--- src/hdl/cers_pkg.sv ---
// ----------------------------------------------------------------------------
// cers_pkg: shared types and constants of the exit retry sequencer
// Phase and status codes, register indexes, reset values and the
// control bundle that the sequencer core hands to the top level.
// ----------------------------------------------------------------------------
package cers_pkg;

    // Sequencer phases, in the encoding seen on the phase port.
    typedef enum logic [2:0] {
        PH_INIT   = 3'd0,
        PH_IDLE   = 3'd1,
        PH_PROBE  = 3'd2,
        PH_POLL   = 3'd3,
        PH_SETTLE = 3'd4,
        PH_INNER  = 3'd5,
        PH_OUTER  = 3'd6,
        PH_DONE   = 3'd7
    } phase_t;

    // Run status codes.
    typedef enum logic [1:0] {
        ST_RUNNING  = 2'd0,
        ST_VERIFIED = 2'd1,
        ST_TIMEOUT  = 2'd2
    } status_t;

    localparam int CNT_W = 16;
    typedef logic [CNT_W-1:0] cnt_t;

    localparam cnt_t CNT_MAX = '1;

    // Configuration register indexes (byte address / 4).
    localparam logic [1:0] REG_SETTLE_DELAY  = 2'd0;
    localparam logic [1:0] REG_POLL_LIMIT    = 2'd1;
    localparam logic [1:0] REG_ATTEMPT_LIMIT = 2'd2;

    // Configuration reset values.
    localparam cnt_t SETTLE_DELAY_RST  = 16'd5;
    localparam cnt_t POLL_LIMIT_RST    = 16'd10;
    localparam cnt_t ATTEMPT_LIMIT_RST = 16'd10;

    // Configuration values seen by the core.
    typedef struct packed {
        cnt_t settle_delay;
        cnt_t poll_limit;
        cnt_t attempt_limit;
    } cfg_t;

    // One result produced for each accepted request.
    typedef struct packed {
        phase_t  phase;
        logic    clear_buffer;
        logic    send_probe;
        logic    send_separator;
        status_t run_status;
        logic    run_done;
    } result_t;

    // Counter increment that holds at the all-ones value.
    function automatic cnt_t sat_inc(input cnt_t v);
        sat_inc = (v == CNT_MAX) ? CNT_MAX : cnt_t'(v + 1'b1);
    endfunction

endpackage

--- src/hdl/cers_core.sv ---
// ----------------------------------------------------------------------------
// cers_core: phase machine and counters of the exit retry sequencer
// Holds the phase, start latch, counters and status. On each accepted
// request it takes one transition and presents the resulting outputs.
// ----------------------------------------------------------------------------
module cers_core
    import cers_pkg::*;
(
    input  logic    clk,
    input  logic    rst_n,
    input  logic    accept,
    input  logic    start_request,
    input  logic    reply_pending,
    input  cfg_t    cfg,
    output result_t result
);

    phase_t  phase_reg, phase_next;
    logic    start_latch_reg, start_latch_next;
    cnt_t    settle_count_reg, settle_count_next;
    cnt_t    poll_count_reg, poll_count_next;
    cnt_t    attempt_count_reg, attempt_count_next;
    status_t status_reg, status_next;

    logic    latch_now;
    logic    take_start;
    logic    settle_over;
    logic    poll_again;
    logic    attempt_again;
    logic    clr;
    logic    probe;
    logic    sep;
    cnt_t    settle_base;
    cnt_t    poll_base;
    cnt_t    attempt_base;

    // Conditions shared by the transition and data logic.
    assign latch_now     = start_latch_reg | start_request;
    assign take_start    = (phase_reg == PH_IDLE) && latch_now;
    assign settle_over   = settle_count_reg > cfg.settle_delay;
    assign poll_again    = poll_count_reg < cfg.poll_limit;
    assign attempt_again = attempt_count_reg < cfg.attempt_limit;

    // Next phase.
    always_comb
    begin
        phase_next = phase_reg;
        unique case (phase_reg)
            PH_INIT:   phase_next = PH_IDLE;
            PH_IDLE:   phase_next = latch_now ? PH_SETTLE : PH_IDLE;
            PH_SETTLE: phase_next = settle_over ? PH_PROBE : PH_SETTLE;
            PH_PROBE:  phase_next = PH_POLL;
            PH_POLL:   phase_next = reply_pending ? PH_INNER : PH_DONE;
            PH_INNER:  phase_next = poll_again ? PH_POLL : PH_OUTER;
            PH_OUTER:  phase_next = attempt_again ? PH_SETTLE : PH_DONE;
            PH_DONE:   phase_next = PH_IDLE;
            default:   phase_next = PH_IDLE;
        endcase
    end

    // Strobes and status for the transition taken.
    always_comb
    begin
        clr         = 1'b0;
        probe       = 1'b0;
        sep         = 1'b0;
        status_next = status_reg;
        unique case (phase_reg)
            PH_IDLE:
            begin
                if (latch_now)
                begin
                    clr         = 1'b1;
                    status_next = ST_RUNNING;
                end
            end
            PH_PROBE: probe = 1'b1;
            PH_POLL:
            begin
                if (!reply_pending)
                    status_next = ST_VERIFIED;
            end
            PH_INNER: sep = !poll_again;
            PH_OUTER:
            begin
                if (!attempt_again)
                    status_next = ST_TIMEOUT;
            end
            default: ;
        endcase
    end

    // Counters: clear on the transition, then count in the new phase.
    always_comb
    begin
        settle_base  = ((phase_reg == PH_SETTLE) && settle_over) ? '0 : settle_count_reg;
        poll_base    = (take_start || ((phase_reg == PH_OUTER) && attempt_again))
                       ? '0 : poll_count_reg;
        attempt_base = take_start ? '0 : attempt_count_reg;

        settle_count_next  = settle_base;
        poll_count_next    = poll_base;
        attempt_count_next = attempt_base;
        if (phase_next == PH_SETTLE)
            settle_count_next = sat_inc(settle_base);
        else if (phase_next == PH_INNER)
            poll_count_next = sat_inc(poll_base);
        else if (phase_next == PH_OUTER)
            attempt_count_next = sat_inc(attempt_base);

        start_latch_next = latch_now & ~take_start;
    end

    // State registers advance only on an accepted request.
    always_ff @(posedge clk or negedge rst_n)
    begin
        if (!rst_n)
        begin
            phase_reg         <= PH_INIT;
            start_latch_reg   <= 1'b0;
            settle_count_reg  <= '0;
            poll_count_reg    <= '0;
            attempt_count_reg <= '0;
            status_reg        <= ST_RUNNING;
        end
        else if (accept)
        begin
            phase_reg         <= phase_next;
            start_latch_reg   <= start_latch_next;
            settle_count_reg  <= settle_count_next;
            poll_count_reg    <= poll_count_next;
            attempt_count_reg <= attempt_count_next;
            status_reg        <= status_next;
        end
    end

    // Result of the transition, registered by the top level.
    always_comb
    begin
        result.phase          = phase_next;
        result.clear_buffer   = clr;
        result.send_probe     = probe;
        result.send_separator = sep;
        result.run_status     = status_next;
        result.run_done       = (phase_next == PH_DONE);
    end

`ifndef SYNTHESIS
    // The phase only moves on an accepted request.
    a_phase_hold: assert property (@(posedge clk) disable iff (!rst_n)
        !accept |=> $stable(phase_reg))
        else $error("phase changed without a request");

    // A probe is always followed by a poll.
    a_probe_to_poll: assert property (@(posedge clk) disable iff (!rst_n)
        (accept && phase_reg == PH_PROBE) |=> (phase_reg == PH_POLL))
        else $error("probe phase not followed by poll");

    // Starting a run leaves fresh attempt and poll counts.
    a_start_clears: assert property (@(posedge clk) disable iff (!rst_n)
        (accept && take_start) |=> (attempt_count_reg == '0 && poll_count_reg == '0
                                    && phase_reg == PH_SETTLE))
        else $error("run start did not clear counters");

    // Status reads running throughout an active run.
    a_status_running: assert property (@(posedge clk) disable iff (!rst_n)
        (phase_reg == PH_SETTLE || phase_reg == PH_PROBE || phase_reg == PH_POLL
         || phase_reg == PH_INNER || phase_reg == PH_OUTER) |-> (status_reg == ST_RUNNING))
        else $error("status set during an active run");
`endif

endmodule

--- src/hdl/command_exit_retry_sequencer_unit.sv ---
// ----------------------------------------------------------------------------
// command_exit_retry_sequencer_unit: exit verification retry sequencer
// Each request is one tick with a start flag and a receive-buffer flag;
// each tick yields one result with the phase, command strobes and status.
//
// Usage:
//   Input channel (in_valid/in_stall) carries start_request and
//   reply_pending. Output channel (out_valid/out_stall) carries phase,
//   clear_buffer, send_probe, send_separator, run_status and run_done.
//   Three 16-bit registers on the APB port: settle_delay at 0x0,
//   poll_limit at 0x4, attempt_limit at 0x8; write them only while idle.
//   The result appears in the output register the cycle after its
//   request is accepted. Throughput is one request per cycle while the
//   receiver does not stall the output.
//   When the receiver stalls, the output register holds its result and
//   in_stall rises until the result is taken; no request is lost.
//   Reset puts the sequencer in the init phase with all counters and the
//   status cleared, the registers at their defaults and the output empty.
// ----------------------------------------------------------------------------
module command_exit_retry_sequencer_unit
    import cers_pkg::*;
(
    input  logic        clk,
    input  logic        rst_n,
    // Input channel
    input  logic        in_valid,
    output logic        in_stall,
    input  logic        start_request,
    input  logic        reply_pending,
    // Output channel
    output logic        out_valid,
    input  logic        out_stall,
    output logic [2:0]  phase,
    output logic        clear_buffer,
    output logic        send_probe,
    output logic        send_separator,
    output logic [1:0]  run_status,
    output logic        run_done,
    // Configuration port
    input  logic        psel,
    input  logic        penable,
    input  logic        pwrite,
    input  logic [3:0]  paddr,
    input  logic [31:0] pwdata,
    output logic [31:0] prdata,
    output logic        pready
);

    cfg_t    cfg_reg;
    result_t result;
    result_t result_reg;
    logic    out_valid_reg;
    logic    accept;
    logic    cfg_write;
    logic [1:0] reg_index;

    // Configuration register file.
    assign pready    = 1'b1;
    assign reg_index = paddr[3:2];
    assign cfg_write = psel && penable && pwrite && pready;

    always_ff @(posedge clk or negedge rst_n)
    begin
        if (!rst_n)
        begin
            cfg_reg.settle_delay  <= SETTLE_DELAY_RST;
            cfg_reg.poll_limit    <= POLL_LIMIT_RST;
            cfg_reg.attempt_limit <= ATTEMPT_LIMIT_RST;
        end
        else if (cfg_write)
        begin
            unique case (reg_index)
                REG_SETTLE_DELAY:  cfg_reg.settle_delay  <= pwdata[CNT_W-1:0];
                REG_POLL_LIMIT:    cfg_reg.poll_limit    <= pwdata[CNT_W-1:0];
                REG_ATTEMPT_LIMIT: cfg_reg.attempt_limit <= pwdata[CNT_W-1:0];
                default: ;
            endcase
        end
    end

    // Register read back.
    always_comb
    begin
        unique case (reg_index)
            REG_SETTLE_DELAY:  prdata = {16'd0, cfg_reg.settle_delay};
            REG_POLL_LIMIT:    prdata = {16'd0, cfg_reg.poll_limit};
            REG_ATTEMPT_LIMIT: prdata = {16'd0, cfg_reg.attempt_limit};
            default:           prdata = '0;
        endcase
    end

    // A request is taken whenever the output register is free or draining.
    assign in_stall = out_valid_reg && out_stall;
    assign accept   = in_valid && !in_stall;

    cers_core u_core (
        .clk           (clk),
        .rst_n         (rst_n),
        .accept        (accept),
        .start_request (start_request),
        .reply_pending (reply_pending),
        .cfg           (cfg_reg),
        .result        (result)
    );

    // Output register.
    always_ff @(posedge clk or negedge rst_n)
    begin
        if (!rst_n)
            out_valid_reg <= 1'b0;
        else if (accept)
            out_valid_reg <= 1'b1;
        else if (!out_stall)
            out_valid_reg <= 1'b0;
    end

    always_ff @(posedge clk)
    begin
        if (accept)
            result_reg <= result;
    end

    assign out_valid      = out_valid_reg;
    assign phase          = result_reg.phase;
    assign clear_buffer   = result_reg.clear_buffer;
    assign send_probe     = result_reg.send_probe;
    assign send_separator = result_reg.send_separator;
    assign run_status     = result_reg.run_status;
    assign run_done       = result_reg.run_done;

endmodule

--- config.mk ---
export PLATFORM = sky130hd
export DESIGN_NAME = command_exit_retry_sequencer_unit
export DESIGN_NICKNAME = d
export VERILOG_FILES = /design/src/hdl/cers_pkg.sv /design/src/hdl/cers_core.sv /design/src/hdl/command_exit_retry_sequencer_unit.sv
export SDC_FILE = /design/constraint.sdc
export NUM_CORES = 1
export LEC_CHECK = 0
export CORE_UTILIZATION = 55
export DETAILED_ROUTE_END_ITERATION = 10
export DONT_BUFFER_PORTS = 1
export PLACE_DENSITY = 0.67
export SLEW_MARGIN = 20
export SYNTH_ARGS = -nofsm -noshare
export SYNTH_HDL_FRONTEND = slang
export SYNTH_SLANG_ARGS = --single-unit
--- constraint.sdc ---
create_clock -name clk -period 5 [get_ports clk]
set_input_delay 0.5 -clock clk [delete_from_list [all_inputs] [get_ports clk]]
set_output_delay 0.5 -clock clk [all_outputs]
set_load 0.005 [all_outputs]
==> results.md <==
- Post-synth ARST share: 92.0%
- Most frequent cells in the layout: nand2_1, dfrtp_1, o21ai_0, inv_1
- Crit path max fanout: 18
- I/O pin total: 89
- Cell Chain, Critical Path: nand2b_1 > or2_2 > clkinv_1 > buf_4 > nor2_1 > ha_1 > and3_1 > o2111a_1 > and3_1 > and3_1 > a21oi_1 > nor2_1 > o32a_1
- Clock Path Buffers: 2
- DP Wirelength: 12.8 mm
- CP Capture Type: flop
- Startpoint Class: flop
- Fin cells: 952
- Worst vdd ir: 0.000219 V
- Top achievable clock speed: 263 MHz
- PwrDens: 387 nW/um^2
- Root Driver: clkbuf_16
- Sequential share of the synthesized area: 40.8%
- Post-Route WL: 18.0 mm
- First-pass GRT wire length: 28.9 mm
- Setup TNS: 0 ns
- Post-synth cell types: 66
- Crit path kind: reg -> reg
- Worst Skew: 0.0120 ns
- Clock Pin Slew Worst Setup and Hold Paths: 0.07 ns
- Worst Tran Pin Value: 0.964 ns
- YS warnings: 0
- Most frequently used flop master after synthesis: dfrtp_1
- Die width: 115 um
- Worst-case hold slack: 0.0321 ns
- Initial antenna violation count: 0
- Sink Count: 112
- Most common cell after layout, fill and taps aside: nand2_1
- Synth Instances: 796
- Max-Cap Viols: 0
- Max reg flops: 48
- Leak: 3.28 nW
- Vias in the first global route: 5578
- Worst path most repeated cell: and3_1
- Seq cells post-synth: 112
- Ant diodes: 0
- Multi-input logic area: 3700 um^2
- Number of remaining DRC errors: 0
- Share of layout cells above drive strength 1: 8.29%
- Placeable Area: 12200 um^2
- Reg-to-reg slack, setup: 1.20 ns
- Crit path DAT: 4.04 ns
- CP required: 5.24 ns
- H-tree Lvls: 3
- Tmin final: 3.80 ns
- Largest net degree at the start of global routing: 104
- Status: complete, no violations
- Worst path buffer plus inverter count: 2
- Clock Latency Late Sink: 0.36 ns
- Final Hold Violating Endpoints: 0
- Die Span Y: 115 um
- Path depth of the worst reg2reg path: 13
- Setup violations, final: 0
- Tcrit/Tclk final: 75.9%
- Number of buffers created by CTS: 9
- Post-synth EDFFs: 9
- Synth Area per Inst: 8.80 um^2
- Critical path's top delay family: simple AND/OR/NAND/NOR gates
- Placed insts: 935
- GP Congestion: 0.903
- DP Area: 7070 um^2
- Antenna viol nets, final: 0
- Via/cell ratio: 6.09
- RSZ-0062 raised after global routing: no
- CTS tree: built
- Synth-to-layout area growth: 5.47%
- Register area: 2860 um^2
- GR Overflow Total: 0
- DR iter-0 viols: 418
- RR Endpoint: u_core.attempt_count_reg[11]
- CP max-delay cell: dfrtp_1
- Crit path largest cell delay: 0.50 ns
- Post-layout nets: 873
- Design Area, Final: 7390 um^2
- Initial core utilization: 57.4%
- CTS resizes: 0
- Vias: 5802
- R2R Path Start: u_core.phase_reg[1]
- Rows: 40
- Post-CTS Repair Setup Buffers: 0
- Die area: 13200 um^2
- All-Layer GR Usage: 28.6%
- Post-synthesis cell area: 7000 um^2
- IO Port Bufs: 0
- Worst slew margin: 35.5%
- Drt wl/cell: 18.9 um
- Filler cell count: 1109
- Slew Limit Fails: 0
- HP Class: in -> async
- DRT Pass-1 Iters: 5
power by group:
part	leakage (nW)	switching (W)	internal, W
logic	1.76	0.000542	0.000333
clock network	0.140	0.000340	0.000367
registers	1.38	0.000163	0.00111
routing by layer:
metal / track usage [%] / vias up / part of all wire (%)
li1: - / 2777 / -
met1: 36.9 / 2842 / 43
met2: 48.6 / 160 / 50
met3: 6.17 / 23 / 5.3
met4: 7.62 / 0 / 1.8
met5: 0 / - / 0
how the worst max path moves through the flow:
stage | start | endpoint | slack, ns | cells past startpoint
after floorplan | u_core.settle_count_reg[14] | u_core.settle_count_reg[12] | 1.48 | 15
after global placement | u_core.phase_reg[1] | u_core.attempt_count_reg[11] | 1.34 | 13
after detailed placement | cfg_reg[37] | u_core.settle_count_reg[12] | 1.27 | 15
after global routing | u_core.attempt_count_reg[11] | u_core.poll_count_reg[12] | 1.01 | 15
after CTS | cfg_reg[37] | u_core.settle_count_reg[12] | 1.23 | 15
final | u_core.phase_reg[1] | u_core.attempt_count_reg[11] | 1.20 | 13
cells in the mapped netlist (3+ instances only):
master / number / area, um^2
nand2_1: 99 / 372
dfrtp_1: 97 / 2430
o21ai_0: 96 / 480
inv_1: 66 / 248
a21oi_1: 49 / 245
ha_1: 49 / 613
nor2_1: 43 / 161
clkbuf_1: 32 / 120
nand3_1: 24 / 120
mux2_2: 19 / 214
buf_4: 17 / 128
mux2i_1: 17 / 170
nand4_1: 17 / 106
nor3_1: 14 / 70.1
a31oi_1: 13 / 81.3
and3_1: 11 / 68.8
a21o_1: 10 / 75.1
edfxtp_1: 9 / 270
and2_1: 7 / 43.8
a22o_1: 6 / 52.6
and4_1: 6 / 52.6
dfstp_2: 6 / 158
a211oi_1: 5 / 37.5
nand2b_1: 5 / 31.3
nor4_1: 5 / 31.3
a311oi_1: 4 / 35.0
a41oi_1: 4 / 35.0
o21a_1: 4 / 30.0
o31ai_1: 4 / 30.0
or3_1: 4 / 25.0
a31o_2: 3 / 26.3
o21bai_1: 3 / 22.5
or2_2: 3 / 18.8
cells by family (layout without fill, tap and decap cells):
group,count (synthesis),count (layout),synth area share [%]
buffers and inverters,119,92,7.40
AND/OR/NAND/NOR,248,248,16.9
other,2,17,0.107
adder cells (fa/ha/maj),49,49,8.75
multiplexers,36,36,5.48
flip-flops,112,112,40.8
AO/OA/AOI/OAI,230,230,20.6
per-stage QoR:
step | worst slack, ns | utilization (%) | power, W
final | 1.20 | 60.5 | 0.00286
after CTS | 1.23 | 60.5 | 0.00287
after global placement | 1.34 | 57.9 | 0.00210
after detailed placement | 1.27 | 57.9 | 0.00214
after floorplan | 1.48 | - | 0.00190
after global routing | 1.01 | 60.5 | 0.00304
timing repair:
item,CTS,global route
endpoints found under the hold margin,103,0
endpoints found under the setup margin,0,0
hold buffers,1,0
cell type report:
type,instances,area share (%)
clock buffer,11,3.44
clock inverter,5,0.423
inverter,67,3.40
multi-input combinational,580,50.1
sequential,112,38.7
tap,168,2.85
timing repair buffer,9,1.19
Note: power is estimated with default switching activity, not from simulation.
